===== src/rtl/core/bsr_pkg.sv =====
// Shared types and constants for the byte stream reassembler.
// Holds the ring sizing, operation codes, controller states and the
// command and status structs between controller and datapath; depends on nothing.
package bsr_pkg;

    localparam int SLOT_W   = 6;
    localparam int CAPACITY = 1 << SLOT_W;
    localparam int IDX_W    = 32;
    localparam int LEN_W    = 16;
    localparam int BYTE_W   = 8;
    localparam int CNT_W    = $clog2(CAPACITY + 1);
    localparam int PEND_W   = 7;

    typedef enum logic [1:0] {
        OP_PUSH     = 2'd0,
        OP_END_MARK = 2'd1,
        OP_READER   = 2'd2
    } op_t;

    typedef enum logic [2:0] {
        ST_IDLE,
        ST_EXEC,
        ST_FLUSH,
        ST_EMIT,
        ST_STATUS
    } ctrl_state_t;

    typedef struct packed {
        logic latch;
        logic exec;
        logic advance;
        logic load_byte;
        logic load_status;
    } dp_cmd_t;

    typedef struct packed {
        logic flush_go;
        logic head_valid;
        logic run_last;
        logic out_free;
    } dp_status_t;

endpackage


===== src/rtl/core/bsr_ctrl.sv =====
// Controller state machine of the byte stream reassembler.
// Sequences accept, execute, flush and result loading; depends on bsr_pkg.
module bsr_ctrl (
    input  logic                clk,
    input  logic                rst_n,
    input  logic                in_valid,
    output logic                in_ready,
    input  bsr_pkg::dp_status_t status,
    output bsr_pkg::dp_cmd_t    cmd
);

    bsr_pkg::ctrl_state_t state_reg;
    bsr_pkg::ctrl_state_t state_next;

    always_ff @(posedge clk or negedge rst_n)
    begin
        if (!rst_n)
        begin
            state_reg <= bsr_pkg::ST_IDLE;
        end
        else
        begin
            state_reg <= state_next;
        end
    end

    always_comb
    begin
        state_next = state_reg;
        unique case (state_reg)
            bsr_pkg::ST_IDLE:
            begin
                if (in_valid)
                begin
                    state_next = bsr_pkg::ST_EXEC;
                end
            end
            bsr_pkg::ST_EXEC:
            begin
                state_next = status.flush_go ? bsr_pkg::ST_FLUSH : bsr_pkg::ST_STATUS;
            end
            bsr_pkg::ST_FLUSH:
            begin
                state_next = status.head_valid ? bsr_pkg::ST_EMIT : bsr_pkg::ST_STATUS;
            end
            bsr_pkg::ST_EMIT:
            begin
                if (status.out_free)
                begin
                    state_next = status.run_last ? bsr_pkg::ST_IDLE : bsr_pkg::ST_FLUSH;
                end
            end
            bsr_pkg::ST_STATUS:
            begin
                if (status.out_free)
                begin
                    state_next = bsr_pkg::ST_IDLE;
                end
            end
            default:
            begin
                state_next = bsr_pkg::ST_IDLE;
            end
        endcase
    end

    always_comb
    begin
        in_ready        = 1'b0;
        cmd             = '0;
        unique case (state_reg)
            bsr_pkg::ST_IDLE:
            begin
                in_ready  = 1'b1;
                cmd.latch = in_valid;
            end
            bsr_pkg::ST_EXEC:
            begin
                cmd.exec = 1'b1;
            end
            bsr_pkg::ST_FLUSH:
            begin
                cmd.advance = status.head_valid;
            end
            bsr_pkg::ST_EMIT:
            begin
                cmd.load_byte = status.out_free;
            end
            bsr_pkg::ST_STATUS:
            begin
                cmd.load_status = status.out_free;
            end
            default:
            begin
                cmd = '0;
            end
        endcase
    end

endmodule


===== src/rtl/core/bsr_datapath.sv =====
// Datapath of the byte stream reassembler: item register, byte ring,
// slot valid bits, stream counters and the result register; depends on bsr_pkg.
module bsr_datapath (
    input  logic                        clk,
    input  logic                        rst_n,
    input  bsr_pkg::dp_cmd_t            cmd,
    output bsr_pkg::dp_status_t         status,
    input  logic [1:0]                  operation,
    input  logic [bsr_pkg::IDX_W-1:0]   stream_index,
    input  logic [bsr_pkg::BYTE_W-1:0]  data_byte,
    input  logic [bsr_pkg::LEN_W-1:0]   segment_length,
    output logic                        res_valid,
    input  logic                        res_ready,
    output logic                        out_valid,
    output logic [bsr_pkg::BYTE_W-1:0]  out_byte,
    output logic                        last,
    output logic [bsr_pkg::IDX_W-1:0]   next_expected,
    output logic [bsr_pkg::PEND_W-1:0]  pending_count,
    output logic                        stream_ended
);

    localparam int IW = bsr_pkg::IDX_W;
    localparam int SW = bsr_pkg::SLOT_W;
    localparam int CW = bsr_pkg::CNT_W;

    logic [1:0]                  op_reg;
    logic [IW-1:0]               idx_reg;
    logic [bsr_pkg::BYTE_W-1:0]  data_reg;
    logic [bsr_pkg::LEN_W-1:0]   len_reg;

    logic [bsr_pkg::BYTE_W-1:0]  ring [bsr_pkg::CAPACITY];
    logic [bsr_pkg::BYTE_W-1:0]  rdata_reg;

    logic [bsr_pkg::CAPACITY-1:0] valid_reg, valid_next;
    logic [IW-1:0]               next_idx_reg, next_idx_next;
    logic [IW-1:0]               reader_reg, reader_next;
    logic [IW-1:0]               end_reg, end_next;
    logic                        end_known_reg, end_known_next;
    logic                        ended_reg, ended_next;
    logic [CW-1:0]               stored_reg, stored_next;
    logic                        run_last_reg, run_last_next;

    logic                        res_valid_reg, res_valid_next;
    logic                        out_valid_reg;
    logic [bsr_pkg::BYTE_W-1:0]  out_byte_reg;
    logic                        last_reg;
    logic [IW-1:0]               ack_reg;
    logic [bsr_pkg::PEND_W-1:0]  pend_reg;
    logic                        ended_out_reg;

    logic [IW:0]                 win_top;
    logic [IW:0]                 read_top;
    logic [IW:0]                 end_sum;
    logic [IW-1:0]               end_sat;
    logic [IW-1:0]               next_inc;
    logic [SW-1:0]               slot_w;
    logic [SW-1:0]               head;
    logic [SW-1:0]               head_nxt;
    logic                        in_win;
    logic                        do_store;
    logic                        out_free;

    assign win_top  = {1'b0, next_idx_reg} + (IW+1)'(bsr_pkg::CAPACITY);
    assign read_top = {1'b0, reader_reg} + (IW+1)'(bsr_pkg::CAPACITY);
    assign in_win   = {1'b0, idx_reg} < win_top;
    assign do_store = (op_reg == bsr_pkg::OP_PUSH) && in_win && (idx_reg >= next_idx_reg)
                      && ({1'b0, idx_reg} < read_top);
    assign end_sum  = {1'b0, idx_reg} + (IW+1)'(len_reg);
    assign end_sat  = end_sum[IW] ? '1 : end_sum[IW-1:0];
    assign next_inc = next_idx_reg + IW'(1);
    assign slot_w   = idx_reg[SW-1:0];
    assign head     = next_idx_reg[SW-1:0];
    assign head_nxt = head + SW'(1);
    assign out_free = !res_valid_reg || res_ready;

    assign status.flush_go   = in_win && ((op_reg == bsr_pkg::OP_PUSH)
                                          || (op_reg == bsr_pkg::OP_END_MARK));
    assign status.head_valid = valid_reg[head];
    assign status.run_last   = run_last_reg;
    assign status.out_free   = out_free;

    always_ff @(posedge clk)
    begin
        if (cmd.latch)
        begin
            op_reg   <= operation;
            idx_reg  <= stream_index;
            data_reg <= data_byte;
            len_reg  <= segment_length;
        end
        if (cmd.exec && do_store)
        begin
            ring[slot_w] <= data_reg;
        end
        if (cmd.advance)
        begin
            rdata_reg <= ring[head];
        end
    end

    always_comb
    begin
        valid_next     = valid_reg;
        next_idx_next  = next_idx_reg;
        reader_next    = reader_reg;
        end_next       = end_reg;
        end_known_next = end_known_reg;
        ended_next     = ended_reg;
        stored_next    = stored_reg;
        run_last_next  = run_last_reg;
        if (cmd.exec)
        begin
            case (op_reg)
                bsr_pkg::OP_PUSH:
                begin
                    if (do_store)
                    begin
                        valid_next[slot_w] = 1'b1;
                        if (!valid_reg[slot_w])
                        begin
                            stored_next = stored_reg + CW'(1);
                        end
                    end
                    if (in_win && end_known_reg && (next_idx_reg >= end_reg))
                    begin
                        ended_next = 1'b1;
                    end
                end
                bsr_pkg::OP_END_MARK:
                begin
                    if (in_win)
                    begin
                        end_next       = end_sat;
                        end_known_next = 1'b1;
                        if (next_idx_reg >= end_sat)
                        begin
                            ended_next = 1'b1;
                        end
                    end
                end
                bsr_pkg::OP_READER:
                begin
                    reader_next = (idx_reg > next_idx_reg) ? next_idx_reg : idx_reg;
                end
                default:
                begin
                    reader_next = reader_reg;
                end
            endcase
        end
        if (cmd.advance)
        begin
            valid_next[head] = 1'b0;
            if (stored_reg != '0)
            begin
                stored_next = stored_reg - CW'(1);
            end
            next_idx_next = next_inc;
            if (end_known_reg && (next_inc >= end_reg))
            begin
                ended_next = 1'b1;
            end
            run_last_next = !valid_reg[head_nxt];
        end
    end

    always_ff @(posedge clk or negedge rst_n)
    begin
        if (!rst_n)
        begin
            valid_reg     <= '0;
            next_idx_reg  <= '0;
            reader_reg    <= '0;
            end_reg       <= '0;
            end_known_reg <= 1'b0;
            ended_reg     <= 1'b0;
            stored_reg    <= '0;
            run_last_reg  <= 1'b0;
            res_valid_reg <= 1'b0;
        end
        else
        begin
            valid_reg     <= valid_next;
            next_idx_reg  <= next_idx_next;
            reader_reg    <= reader_next;
            end_reg       <= end_next;
            end_known_reg <= end_known_next;
            ended_reg     <= ended_next;
            stored_reg    <= stored_next;
            run_last_reg  <= run_last_next;
            res_valid_reg <= res_valid_next;
        end
    end

    always_comb
    begin
        res_valid_next = res_valid_reg;
        if (cmd.load_byte || cmd.load_status)
        begin
            res_valid_next = 1'b1;
        end
        else if (res_ready)
        begin
            res_valid_next = 1'b0;
        end
    end

    always_ff @(posedge clk)
    begin
        if (cmd.load_byte || cmd.load_status)
        begin
            out_valid_reg <= cmd.load_byte;
            out_byte_reg  <= cmd.load_byte ? rdata_reg : '0;
            last_reg      <= cmd.load_byte ? run_last_reg : 1'b1;
            ack_reg       <= next_idx_reg;
            pend_reg      <= bsr_pkg::PEND_W'(stored_reg);
            ended_out_reg <= ended_reg;
        end
    end

    assign res_valid     = res_valid_reg;
    assign out_valid     = out_valid_reg;
    assign out_byte      = out_byte_reg;
    assign last          = last_reg;
    assign next_expected = ack_reg;
    assign pending_count = pend_reg;
    assign stream_ended  = ended_out_reg;

endmodule


===== src/rtl/core/byte_stream_reassembler_unit.sv =====
// Top level of the byte stream reassembler.
// Joins the controller bsr_ctrl and the datapath bsr_datapath; uses bsr_pkg.
//
// Input channel (in_valid, in_ready) carries one operation per transaction:
// push a byte at its absolute stream index, mark the end of the stream, or
// move the reader position. Result channel (res_valid, res_ready) carries
// the assembled bytes in stream order, one per transaction, with the final
// result of each input item flagged by last; an item that assembles nothing
// gives a single status result with out_valid low.
// An input item is accepted and then executed; each assembled byte then takes
// one ring read and one load of the result register. A status result is
// loaded in the status step after execute, or after a flush check that finds
// no byte, following a push or end mark in the window that assembles nothing.
// Each byte needs its own ring read: the byte ring has a single read port,
// whose read data is registered before it reaches the result register.
// One item is worked on at a time; in_ready is high while the block is idle,
// even while its last result still waits in the result register.
// When the receiver stalls, the block holds in its current step until the
// result register frees up.
// Reset clears the slot valid bits, the stream counters and the result valid
// flag at once; no clearing pass is needed.
module byte_stream_reassembler_unit (
    input  logic                        clk,
    input  logic                        rst_n,
    input  logic                        in_valid,
    output logic                        in_ready,
    input  logic [1:0]                  operation,
    input  logic [bsr_pkg::IDX_W-1:0]   stream_index,
    input  logic [bsr_pkg::BYTE_W-1:0]  data_byte,
    input  logic [bsr_pkg::LEN_W-1:0]   segment_length,
    output logic                        res_valid,
    input  logic                        res_ready,
    output logic                        out_valid,
    output logic [bsr_pkg::BYTE_W-1:0]  out_byte,
    output logic                        last,
    output logic [bsr_pkg::IDX_W-1:0]   next_expected,
    output logic [bsr_pkg::PEND_W-1:0]  pending_count,
    output logic                        stream_ended
);

    bsr_pkg::dp_cmd_t    cmd;
    bsr_pkg::dp_status_t status;

    bsr_ctrl u_ctrl (
        .clk      (clk),
        .rst_n    (rst_n),
        .in_valid (in_valid),
        .in_ready (in_ready),
        .status   (status),
        .cmd      (cmd)
    );

    bsr_datapath u_datapath (
        .clk            (clk),
        .rst_n          (rst_n),
        .cmd            (cmd),
        .status         (status),
        .operation      (operation),
        .stream_index   (stream_index),
        .data_byte      (data_byte),
        .segment_length (segment_length),
        .res_valid      (res_valid),
        .res_ready      (res_ready),
        .out_valid      (out_valid),
        .out_byte       (out_byte),
        .last           (last),
        .next_expected  (next_expected),
        .pending_count  (pending_count),
        .stream_ended   (stream_ended)
    );

    a_one_item_at_a_time: assert property (
        @(posedge clk) disable iff (!rst_n)
        in_valid && in_ready |=> !in_ready
    ) else $error("A second item was accepted while one was being executed.");

    a_no_accept_mid_run: assert property (
        @(posedge clk) disable iff (!rst_n)
        res_valid && !last |-> !in_ready
    ) else $error("Input was offered ready while an item still had results to give.");

    a_result_only_when_loaded: assert property (
        @(posedge clk) disable iff (!rst_n)
        $rose(res_valid) |-> $past(!in_ready)
    ) else $error("A result appeared without an item having been executed.");

endmodule

===== config.mk =====
export PLATFORM = sky130hd
export DESIGN_NAME = byte_stream_reassembler_unit
export DESIGN_NICKNAME = d
export VERILOG_FILES = /design/src/rtl/core/bsr_pkg.sv /design/src/rtl/core/bsr_ctrl.sv /design/src/rtl/core/bsr_datapath.sv /design/src/rtl/core/byte_stream_reassembler_unit.sv
export SDC_FILE = /design/constraint.sdc
export NUM_CORES = 1
export LEC_CHECK = 0
export ABC_AREA = 1
export BUFFER_PORTS_ARGS = -buffer_cell sky130_fd_sc_hd__buf_2
export CAP_MARGIN = 40
export CELL_PAD_IN_SITES_DETAIL_PLACEMENT = 1
export CELL_PAD_IN_SITES_GLOBAL_PLACEMENT = 1
export CORE_MARGIN = 2
export CORE_UTILIZATION = 30
export CTS_BUF_LIST = sky130_fd_sc_hd__clkbuf_4 sky130_fd_sc_hd__clkbuf_8
export DETAILED_ROUTE_END_ITERATION = 16
export PLACE_DENSITY_LB_ADDON = 0.08
export SYNTH_ARGS = -nofsm -noshare
export SYNTH_HDL_FRONTEND = slang
export SYNTH_SLANG_ARGS = --single-unit
export TNS_END_PERCENT = 1

===== constraint.sdc =====
create_clock -name clk -period 6 [get_ports clk]
set_input_delay 0.3 -clock clk [delete_from_list [all_inputs] [get_ports clk]]
set_output_delay 0.3 -clock clk [all_outputs]
set_load 0.01 [all_outputs]

==> run_results.csv, run 1 <==
group,metric,value,unit
logic_synthesis,synth_area,39500,µm²
grt,grt_pass1_vias,32973,
die,dieHeight,367,µm
grt,grt_pass1_wl,226000,µm
logic_synthesis,yosysTopAreaCell,"edfxtp_1",
worst_setup_path,critPathBufInv,3,
routing,vias_per_cell,4.98,
timing,clock.fmax,188,MHz
worst_setup_path,start_kind,"register",
grt,grt_usage,23.0,%
clocking,clk_pin_slew,60,ps
routing,wirelength,155000,µm
logic_synthesis,synth-seq-area-share,58.7,%
clocking,clockBufferDepth,3,
logic_synthesis,synthCells,3883,
worst_setup_path,crit_path_cell_trace,"nand2_1, nor2_1, nand2_1, nor4_4, buf_4, nand3_2, nor4_1, xor2_1, ha_1, nand2_1, nor2_1, a21oi_1, nand2_1, nand2_1, nand3_2, nor2_2, nand2_1, nor2_4, buf_4, nand2_1, nor2_1, buf_4",
placement,dpl.hpwl,107000,µm
logic_synthesis,syn_nets,4153,
worst_setup_path,cp_common_cell,"nand2_1",
pwr,powerDensity,339,nW/µm²
worst_setup_path,worstSetupPathType,"reg2reg",
status,status,"finished clean",
logic_synthesis,async_flop_share,21.7,%
worst_setup_path,cpMaxStageDelayCell,"dfrtp_1",
clocking,clkLatencyLatePin,910,ps
routing,drc,0,
layout,nFillCells,14828,
timing,min_period,5330,ps
pwr,p_leak,18.6,nW
timing,whs,130,ps
layout,layout_common_cells,"nand2_1 (903), edfxtp_1 (628), inv_1 (363)",
hold_path,hold_path_class,"in2reg",
hold_path,hold_path.startpoint,"segment_length[11]",
layout,register_area,23200,µm²
timing,skew,65.5,ps
worst_setup_path,critPathArrivalTime,5920,ps
timing,setup_tns,0,ps
worst_setup_path,cp.required,6590,ps
layout,stdcell_area,47300,µm²
logic_synthesis,ys_types,53,
job,cap_viol_max_count,0,
clocking,root_buffer,"clkbuf_8",
logic_synthesis,synth_ff_type,"edfxtp_1",
layout,area_growth,19.8,%
logic_synthesis,synth_edf_count,628,
placement,io_buffers,113,
placement,gp_congestion,0.831,
worst_setup_path,reg2regPathDepth,22,
logic_synthesis,avgSynthCellArea,10.2,µm²
timing,slew_headroom,40.2,%
die,coreArea,131000,µm²
worst_setup_path,critPathTopFamily,"simple AND/OR/NAND/NOR gates",
grt,grt_overflow_total,0,
routing,ant_nets,0,
grt,grt_max_degree,113,
die,row_count,133,
timing,finalHoldViolCount,0,
grt,antenna_found_initial,4,
layout,final_cells,6172,
worst_setup_path,critical_path.max_fanout,8,
die,die_x,367,µm
worst_setup_path,reg2reg_from,"u_datapath.next_idx_reg[8]$_DFFE_PN0P_",
timing,tightest_slew,897,ps
clocking,cts_resized,0,
layout,multiInputGateArea,14300,µm²
worst_setup_path,cp-startpoint,"u_datapath.next_idx_reg[8]$_DFFE_PN0P_",
routing,dr.pass1.iters,5,
die,start_util,30.1,%
layout,largest_reg_flops,512,
placement,place_inst,5822,
routing,vias,30763,
worst_setup_path,crit_end,"u_datapath.ring[63][4]$_DFFE_PP_",
clocking,cts_tree,"built",
clocking,cts_setup_buffers,0,
timing,timing.final.crit_share,88.8,%
worst_setup_path,r2r-end,"u_datapath.ring[63][4]$_DFFE_PP_",
logic_synthesis,ys_ff_latch,802,
routing,drt_iter0_drc,1749,
logic_synthesis,yosys_warnings,0,
layout,drive_gt1_share,14.5,%
hold_path,min_path_cells,2,
clocking,htreeDepth,4,
die,io_pins,114,
die,dieArea,135000,µm²
placement,placedInstanceArea,43500,µm²
worst_setup_path,path_depth,22,
clocking,cts_buffers,155,
timing,rsz0062_at_grt,"no",
pwr,ir_drop,280,µV
worst_setup_path,regToRegSetupSlack,670,ps
layout,nets,4558,
worst_setup_path,worstSetupEndpointType,"register",
timing,slew_violations,0,
layout,layout_commonest_cell,"nand2_1",
logic_synthesis,synth_top_area_share,47.7,%
clocking,cts_sinks,802,
worst_setup_path,crit_path_max_incr_delay,550,ps
timing,setup_viol,0,
logic_synthesis,synth.area.top_cells,"edfxtp_1 (48%), dfrtp_1 (11%), nand2_1 (8.6%)",
routing,wl_per_cell,25.1,µm
cell type report:
class | instances | share of cell area (%)
clock buffer | 209 | 5.39
clock inverter | 71 | 1.17
antenna | 6 | 0.0317
timing repair buffer | 384 | 6.51
multi-input combinational | 2562 | 30.2
inverter | 383 | 3.04
tap | 1755 | 4.64
sequential | 802 | 49.1
timing repair:
item | CTS | global route
hold buffers | 64 | 0
endpoints found under the hold margin | 172 | 0
endpoints found under the setup margin | 0 | 0
metal layers:
layer  global-route usage (%)  routed length, µm  vias to the layer above  share of wire (%)
met1                     29.7              69200                    15371                 45
met5                        0                  0                        -                  0
met4                     9.56               6050                        0                3.9
met2                     38.1              73800                      666                 48
li1                         -                  -                    14456                  -
met3                     3.82               6150                      270                4.0
through the flow:
step	setup WS [ps]	util [%]	power, mW
2_1_floorplan	2160	-	8.94
3_3_place_gp	716	32.9	10.4
3_5_place_dp	656	33.2	10.5
4_1_cts	641	36.1	16.3
5_1_grt	135	36.1	16.9
6_report	671	36.1	16.0
worst min-delay path by stage:
stage                                         to  slack [ps]
2_1_floorplan    u_ctrl.state_reg[0]$_DFFE_PN0P_           4
3_3_place_gp   u_datapath.valid_reg[8]$_DFF_PN0_         350
3_5_place_dp   u_datapath.valid_reg[8]$_DFF_PN0_         350
4_1_cts         u_datapath.len_reg[11]$_DFFE_PP_          30
5_1_grt         u_datapath.len_reg[11]$_DFFE_PP_          40
6_report        u_datapath.len_reg[11]$_DFFE_PP_         130
logic make-up after synthesis:
logic type               count (synthesis)  share of synthesized area, %
adder cells (fa/ha/maj)                208                          6.61
AND/OR/NAND/NOR                       1615                          17.4
AO/OA/AOI/OAI                          662                          10.3
flip-flops                             802                          58.7
buffers and inverters                  519                          5.23
XOR/XNOR                                77                          1.71
synthesized netlist by cell type, types with 3 or more instances:
library cell / count
inv_1: 367
clkinv_1: 3
xor2_1: 71
nand3_2: 10
xnor2_1: 6
nor3_1: 68
inv_2: 13
nor2_4: 4
o2111ai_1: 4
or2_2: 5
edfxtp_1: 628
o21ai_0: 182
ha_1: 207
a21o_1: 5
a22o_1: 20
a21oi_1: 195
nor2_2: 5
a22oi_1: 76
nand4_1: 103
clkbuf_1: 66
buf_2: 30
a31oi_1: 4
o2bb2ai_1: 13
nand2_2: 5
nand2_1: 903
nor2_1: 331
o221ai_1: 16
dfrtp_1: 174
o21ai_1: 25
buf_4: 9
nand3_1: 147
o21a_1: 4
o21bai_1: 6
nor4_1: 14
a211oi_1: 6
o22ai_1: 36
a221oi_1: 57
nor3_2: 13
buf_1: 25
o211ai_1: 7
nand3b_1: 3
buf_6: 6
power breakdown:
part	total, mW	switching [mW]	internal (mW)	leakage (nW)
clock	5.62	2.60	3.02	1.64
sequential	7.00	0.374	6.62	8.04
combinational	3.41	2.34	1.07	8.97
total	16.0	5.32	10.7	18.6
Power figures use the tool's default switching activity.
==> run 2, diff against run 1 <==
--- a/config.mk
+++ b/config.mk
@@ -5,9 +5,7 @@
 export SDC_FILE = /design/constraint.sdc
 export NUM_CORES = 1
 export LEC_CHECK = 0
-export ABC_AREA = 1
 export BUFFER_PORTS_ARGS = -buffer_cell sky130_fd_sc_hd__buf_2
-export CAP_MARGIN = 40
 export CELL_PAD_IN_SITES_DETAIL_PLACEMENT = 1
 export CELL_PAD_IN_SITES_GLOBAL_PLACEMENT = 1
 export CORE_MARGIN = 2
==> run_results.csv, run 2 <==
group,metric,value,unit
job,cap_viol_max_count,0,
die,io_pins,114,
timing,clock.fmax,183,MHz
routing,wl_per_cell,28.2,µm
die,dieArea,129000,µm²
logic_synthesis,avgSynthCellArea,12.9,µm²
routing,drc,0,
timing,setup_tns,0,ps
clocking,root_buffer,"clkbuf_8",
timing,finalHoldViolCount,0,
timing,slew_headroom,26.4,%
placement,dpl.hpwl,97800,µm
routing,vias_per_cell,5.38,
placement,place_worst_setup_slack,508,ps
worst_setup_path,start_kind,"register",
worst_setup_path,crit_path_cell_trace,"buf_4, ha_1, nand4_1, nor4_1, buf_4, and3_1, nand3_1, xnor2_1, ha_1, nand3_1, o211ai_1, a21oi_1, o211ai_1, o21ai_1, buf_4, nand4_1, buf_4, nor3_1, buf_4",
worst_setup_path,cp-startpoint,"u_datapath.next_idx_reg[6]$_DFFE_PN0P_",
pwr,ir_drop,237,µV
layout,area_growth,19.1,%
clocking,clockBufferDepth,3,
logic_synthesis,syn_nets,3198,
clocking,htreeDepth,4,
routing,ant_nets,0,
logic_synthesis,synthCells,2928,
layout,layout_common_cells,"edfxtp_1 (628), ha_1 (207), a22oi_1 (184)",
die,dieHeight,359,µm
grt,grt_pass1_wl,208000,µm
pwr,power,15.4,mW
logic_synthesis,synth_area,37700,µm²
placement,io_buffers,113,
logic_synthesis,synthTopCellsByCount,"edfxtp_1 (628), ha_1 (207), a22oi_1 (184)",
pwr,p_leak,16.2,nW
logic_synthesis,yosys_warnings,0,
die,coreArea,125000,µm²
logic_synthesis,async_flop_share,21.7,%
clocking,cts_resized,0,
timing,rsz0062_at_grt,"no",
timing,skew,54.3,ps
worst_setup_path,cp.required,6560,ps
layout,layout_commonest_cell,"edfxtp_1",
layout,nets,3569,
die,start_util,30.1,%
placement,gp_congestion,0.861,
logic_synthesis,synth_top_area_share,50.0,%
logic_synthesis,yosys.cell_count.top_type,"edfxtp_1",
hold_path,hold_path_class,"in2async",
timing,slew_violations,0,
clocking,cts_sinks,802,
routing,dr.pass1.iters,5,
worst_setup_path,worstSetupEndpointType,"register",
routing,drt_iter0_drc,1797,
logic_synthesis,synth_edf_count,628,
worst_setup_path,cp_common_cell,"buf_4",
worst_setup_path,critical_path.max_fanout,32,
logic_synthesis,ys_types,73,
logic_synthesis,synth.area.top_cells,"edfxtp_1 (50%), dfrtp_1 (12%), ha_1 (6.9%)",
logic_synthesis,synth_ff_type,"edfxtp_1",
logic_synthesis,yosysTopAreaCell,"edfxtp_1",
worst_setup_path,crit_path_max_incr_delay,540,ps
grt,grt_overflow_total,0,
clocking,clk_pin_slew,60,ps
grt,antenna_found_initial,5,
status,status,"finished clean",
grt,grt_max_degree,66,
logic_synthesis,synth-seq-area-share,61.6,%
worst_setup_path,cpMaxStageDelayCell,"nor3_1",
die,die_x,359,µm
timing,tightest_slew,1100,ps
timing,min_period,5450,ps
pwr,powerDensity,342,nW/µm²
layout,drive_gt1_share,18.0,%
worst_setup_path,critPathArrivalTime,6010,ps
die,row_count,130,
clocking,cts_tree,"built",
worst_setup_path,reg2reg_from,"u_datapath.next_idx_reg[6]$_DFFE_PN0P_",
routing,wirelength,143000,µm
clocking,clkLatencyLatePin,890,ps
timing,setup_viol,0,
timing,timing.final.crit_share,90.8,%
routing,vias,27270,
grt,grt_usage,22.3,%
layout,largest_reg_flops,512,
logic_synthesis,ys_ff_latch,802,
layout,nFillCells,13367,
worst_setup_path,worstSetupPathType,"reg2reg",
grt,grt_pass1_vias,29064,
clocking,cts_buffers,148,
timing,setup_ws,549,ps
-- run 2: cell count changes after synthesis, moves of 52 or more --
cell	delta
xor2_1	-52
xnor2_1	+108
nand3_1	-73
nand2_1	-735
inv_1	-289
a22oi_1	+108
a31oi_1	+82
nor2_1	-163
o21ai_0	-70
-- run 2: power breakdown --
group          switching, mW  internal [mW]
Combinational           2.03           1.03
Clock                   2.48           2.85
Sequential             0.366           6.63
Total                   4.87           10.5
-- run 2: through the flow --
| step | instance area, µm² | util, % | instances | hold slack (ps) |
|---|---|---|---|---|
| 2_1_floorplan | 37700 | - | 2928 | 4.41 |
| 3_3_place_gp | 41400 | 33.0 | 4737 | 329 |
| 3_5_place_dp | 41400 | 33.0 | 4737 | 331 |
| 4_1_cts | 44900 | 35.9 | 5060 | 17.6 |
| 5_1_grt | 44900 | 35.9 | 5064 | 66.5 |
| 6_report | 44900 | 35.9 | 5065 | 98.6 |
-- run 2: layer usage --
metal / up-vias / share of wire [%] / GRT usage, %
met5: - / 0 / 0
met4: 0 / 2.9 / 7.41
met3: 222 / 3.6 / 3.23
met2: 662 / 51 / 39.3
met1: 14172 / 43 / 28.1
li1: 12214 / - / -
-- run 2: area by class of cell --
class / instances / area [µm²] / area share (%)
timing repair buffer: 362 / 2680 / 5.96
clock buffer: 208 / 2500 / 5.57
multi-input combinational: 1891 / 13700 / 30.5
sequential: 802 / 23200 / 51.7
antenna: 5 / 12.5 / 0.0279
inverter: 94 / 353 / 0.785
clock inverter: 53 / 417 / 0.928
tap: 1650 / 2060 / 4.60
-- run 2: path summary, 6_finish.rpt --
| kind | cells past startpoint | end | slack [ps] |
|---|---|---|---|
| min in group clk | 2 | u_datapath.data_reg[3]$_DFFE_PP_ | 130 |
| hold / removal | 3 | u_datapath.end_reg[10]$_DFFE_PN0P_ | 100 |
| setup reg to reg | 19 | u_datapath.ring[37][2]$_DFFE_PP_ | 550 |
| setup / recovery | 19 | u_datapath.ring[37][2]$_DFFE_PP_ | 550 |
| max in group asynchronous | 3 | u_datapath.valid_reg[43]$_DFF_PN0_ | 4980 |
| hold reg to reg | 0 | u_datapath.stream_ended$_DFFE_PP_ | 450 |
-- run 2: repair_timing --
item                      CTS  global route
hold endpoints to repair  115             0
hold buffers               62             0
buffers inserted            0             0
-- run 2: cell families (layout without fill, tap and decap cells) --
kind of cell | count (synthesis) | in the layout | synth area share (%)
muxes | 61 | 61 | 2.75
other | 0 | 5 | 0
xor gates and xnor gates | 133 | 133 | 3.09
buffers and inverters | 235 | 717 | 2.43
DFF | 802 | 802 | 61.6
adders and majority gates | 208 | 208 | 6.92
AOI/OAI and AO/OA | 792 | 792 | 14.3
and+or+nand+nor | 697 | 697 | 8.98
-- run 2: critical path: cells and delay by family (launching register included) --
kind / cells / cell delay (ps)
compound gates: 4 / 650
xor+xnor: 1 / 280
fa+ha+maj: 2 / 550
buf+inv: 5 / 1210
flops: 1 / 340
simple gates: 7 / 2080
==> run 3, diff against run 2 <==
--- a/config.mk
+++ b/config.mk
@@ -5,13 +5,15 @@
 export SDC_FILE = /design/constraint.sdc
 export NUM_CORES = 1
 export LEC_CHECK = 0
-export BUFFER_PORTS_ARGS = -buffer_cell sky130_fd_sc_hd__buf_2
+export ABC_AREA = 0
 export CELL_PAD_IN_SITES_DETAIL_PLACEMENT = 1
 export CELL_PAD_IN_SITES_GLOBAL_PLACEMENT = 1
 export CORE_MARGIN = 2
 export CORE_UTILIZATION = 30
 export CTS_BUF_LIST = sky130_fd_sc_hd__clkbuf_4 sky130_fd_sc_hd__clkbuf_8
 export DETAILED_ROUTE_END_ITERATION = 16
+export DONT_BUFFER_PORTS = 1
+export GPL_TIMING_DRIVEN = 0
 export PLACE_DENSITY_LB_ADDON = 0.08
 export SYNTH_ARGS = -nofsm -noshare
 export SYNTH_HDL_FRONTEND = slang
==> run_results.csv, run 3 (synthesized netlist as in run 2, its figures left out) <==
group,metric,value,unit
die,coreArea,125000,µm²
layout,largest_reg_flops,512,
layout,drive_gt1_share,15.0,%
hold_path,min_to,"u_datapath.len_reg[7]$_DFFE_PP_",
die,io_pins,114,
grt,antenna_found_initial,2,
timing,finalHoldViolCount,0,
die,row_count,130,
clocking,cts_sinks,802,
clocking,root_buffer,"clkbuf_8",
worst_setup_path,critPathTopFamily,"buffers and inverters",
status,status,"finished clean",
routing,wirelength,155000,µm
die,die_x,359,µm
die,start_util,30.1,%
die,dieHeight,359,µm
routing,vias_per_cell,5.50,
placement,io_buffers,0,
job,cap_viol_max_count,0,
clocking,cts_tree,"built",
routing,drt_iter0_drc,2197,
worst_setup_path,critical_path.max_fanout,10,
timing,clock.fmax,174,MHz
worst_setup_path,regToRegSetupSlack,240,ps
worst_setup_path,reg2regPathDepth,10,
timing,slew_violations,0,
timing,setup_viol,0,
die,dieArea,129000,µm²
worst_setup_path,cpMaxStageDelayCell,"buf_1",
pwr,power,15.6,mW
grt,grt_pass1_vias,29620,
layout,nets,3528,
routing,vias,27695,
worst_setup_path,r2r-end,"u_datapath.rdata_reg[4]$_DFFE_PP_",
timing,min_period,5760,ps
hold_path,hold_path.startpoint,"segment_length[7]",
worst_setup_path,start_kind,"register",
pwr,ir_drop,231,µV
layout,layout_commonest_cell,"edfxtp_1",
worst_setup_path,crit_path_max_incr_delay,900,ps
grt,grt_usage,24.1,%
pwr,powerDensity,341,nW/µm²
worst_setup_path,critPathArrivalTime,6410,ps
worst_setup_path,cp_common_cell,"buf_2",
clocking,clkLatencyLatePin,910,ps
worst_setup_path,worstSetupEndpointType,"register",
grt,grt_max_degree,175,
layout,utilization,36.5,%
hold_path,hold_path_class,"in2reg",
layout,area_growth,21.4,%
clocking,cts_buffers,152,
placement,dpl.hpwl,111000,µm
timing,slew_headroom,4.94,%
worst_setup_path,crit_path_cell_trace,"buf_2, buf_2, nor3b_1, clkbuf_1, clkbuf_2, buf_1, a22oi_1, a31oi_1, nor4_1, o211ai_1",
routing,dr.pass1.iters,5,
grt,grt_overflow_total,0,
timing,skew,60.2,ps
clocking,clk_pin_slew,60,ps
hold_path,min_path_cells,1,
worst_setup_path,reg2reg_from,"u_datapath.next_idx_reg[1]$_DFFE_PN0P_",
clocking,clockBufferDepth,3,
routing,ant_nets,0,
worst_setup_path,critPathBufInv,5,
grt,grt_pass1_wl,219000,µm
layout,layout_common_cells,"edfxtp_1 (628), ha_1 (207), a22oi_1 (184)",
worst_setup_path,worstSetupPathType,"reg2reg",
pwr,p_leak,16.1,nW
placement,gp_congestion,0.894,
timing,rsz0062_at_grt,"yes",
clocking,htreeDepth,4,
routing,wl_per_cell,30.7,µm
timing,tightest_slew,1430,ps
worst_setup_path,cp.required,6650,ps
timing,timing.final.crit_share,96.1,%
routing,drc,0,
[run 3: cell types whose count changed in the layout (fill, tap and decap cells not counted), moves of 31 or more]
cell / previous run / this run
nor2_1: 163 / 130
clkbuf_1: 0 / 101
nor3_1: 79 / 48
buf_2: 112 / 7
buf_6: 0 / 35
dlygate4sd3_1: 61 / 102
buf_4: 182 / 13
[run 3: per-stage QoR]
step | area [µm²] | TNS (ps) | setup slack, ps | hold WS, ps | instances
after CTS | 45500 | -32460 | -189 | 0.972 | 5027
after global routing | 45800 | -37.1 | -31.9 | 25.8 | 5034
after global placement | 39800 | -823830 | -2140 | 13.3 | 4578
final | 45800 | 0 | 237 | 66.1 | 5036
after detailed placement | 40900 | -586020 | -1380 | 12.7 | 4635
after floorplan | 37700 | 0 | 1140 | 4.41 | 2928
[run 3: metal layers]
metal	routed length [µm]	track usage (%)	up-vias
li1	-	-	12176
met1	65800	30.4	14484
met2	77200	41.9	796
met3	6920	3.85	239
met4	4670	7.88	0
met5	0	0	-
[run 3: what timing repair did]
item                                    in CTS  in global routing
gates cloned                                 1                  0
hold buffers                               103                  0
setup buffers                               11                  7
pin swaps                                   20                  7
endpoints found under the setup margin     615                603
gates resized for setup                    101                 24
hold endpoints to repair                   270                  0
[run 3: cell type report]
cell class / count / area (µm²)
fill: 13221 / 79500
sequential: 802 / 23200
multi-input combinational: 1892 / 14300
clock buffer: 198 / 2450
timing repair buffer: 178 / 2210
tap: 1650 / 2060
clock inverter: 81 / 627
buffer: 138 / 581
inverter: 94 / 353
antenna: 3 / 7.51
[run 3: worst max-delay path by stage]
stage / to / from / slack [ps] / depth (start not counted)
finish: u_datapath.rdata_reg[4]$_DFFE_PP_ / u_datapath.next_idx_reg[1]$_DFFE_PN0P_ / 240 / 10
global route: u_datapath.end_reg[14]$_DFFE_PN0P_ / u_datapath.next_idx_reg[8]$_DFFE_PN0P_ / -30 / 22
CTS: u_datapath.ring[34][0]$_DFFE_PP_ / u_datapath.next_idx_reg[8]$_DFFE_PN0P_ / -190 / 17
detailed placement: u_datapath.end_reg[26]$_DFFE_PN0P_ / u_datapath.next_idx_reg[8]$_DFFE_PN0P_ / -1380 / 17
global placement: u_datapath.ring[37][4]$_DFFE_PP_ / u_datapath.next_idx_reg[8]$_DFFE_PN0P_ / -2140 / 17
floorplan: u_datapath.ring[19][0]$_DFFE_PP_ / u_datapath.next_idx_reg[8]$_DFFE_PN0P_ / 1140 / 19
[run 3: report_power, final]
group          switching, mW  internal (mW)
combinational           1.92           1.06
sequential             0.494           6.63
clock                   2.57           2.94
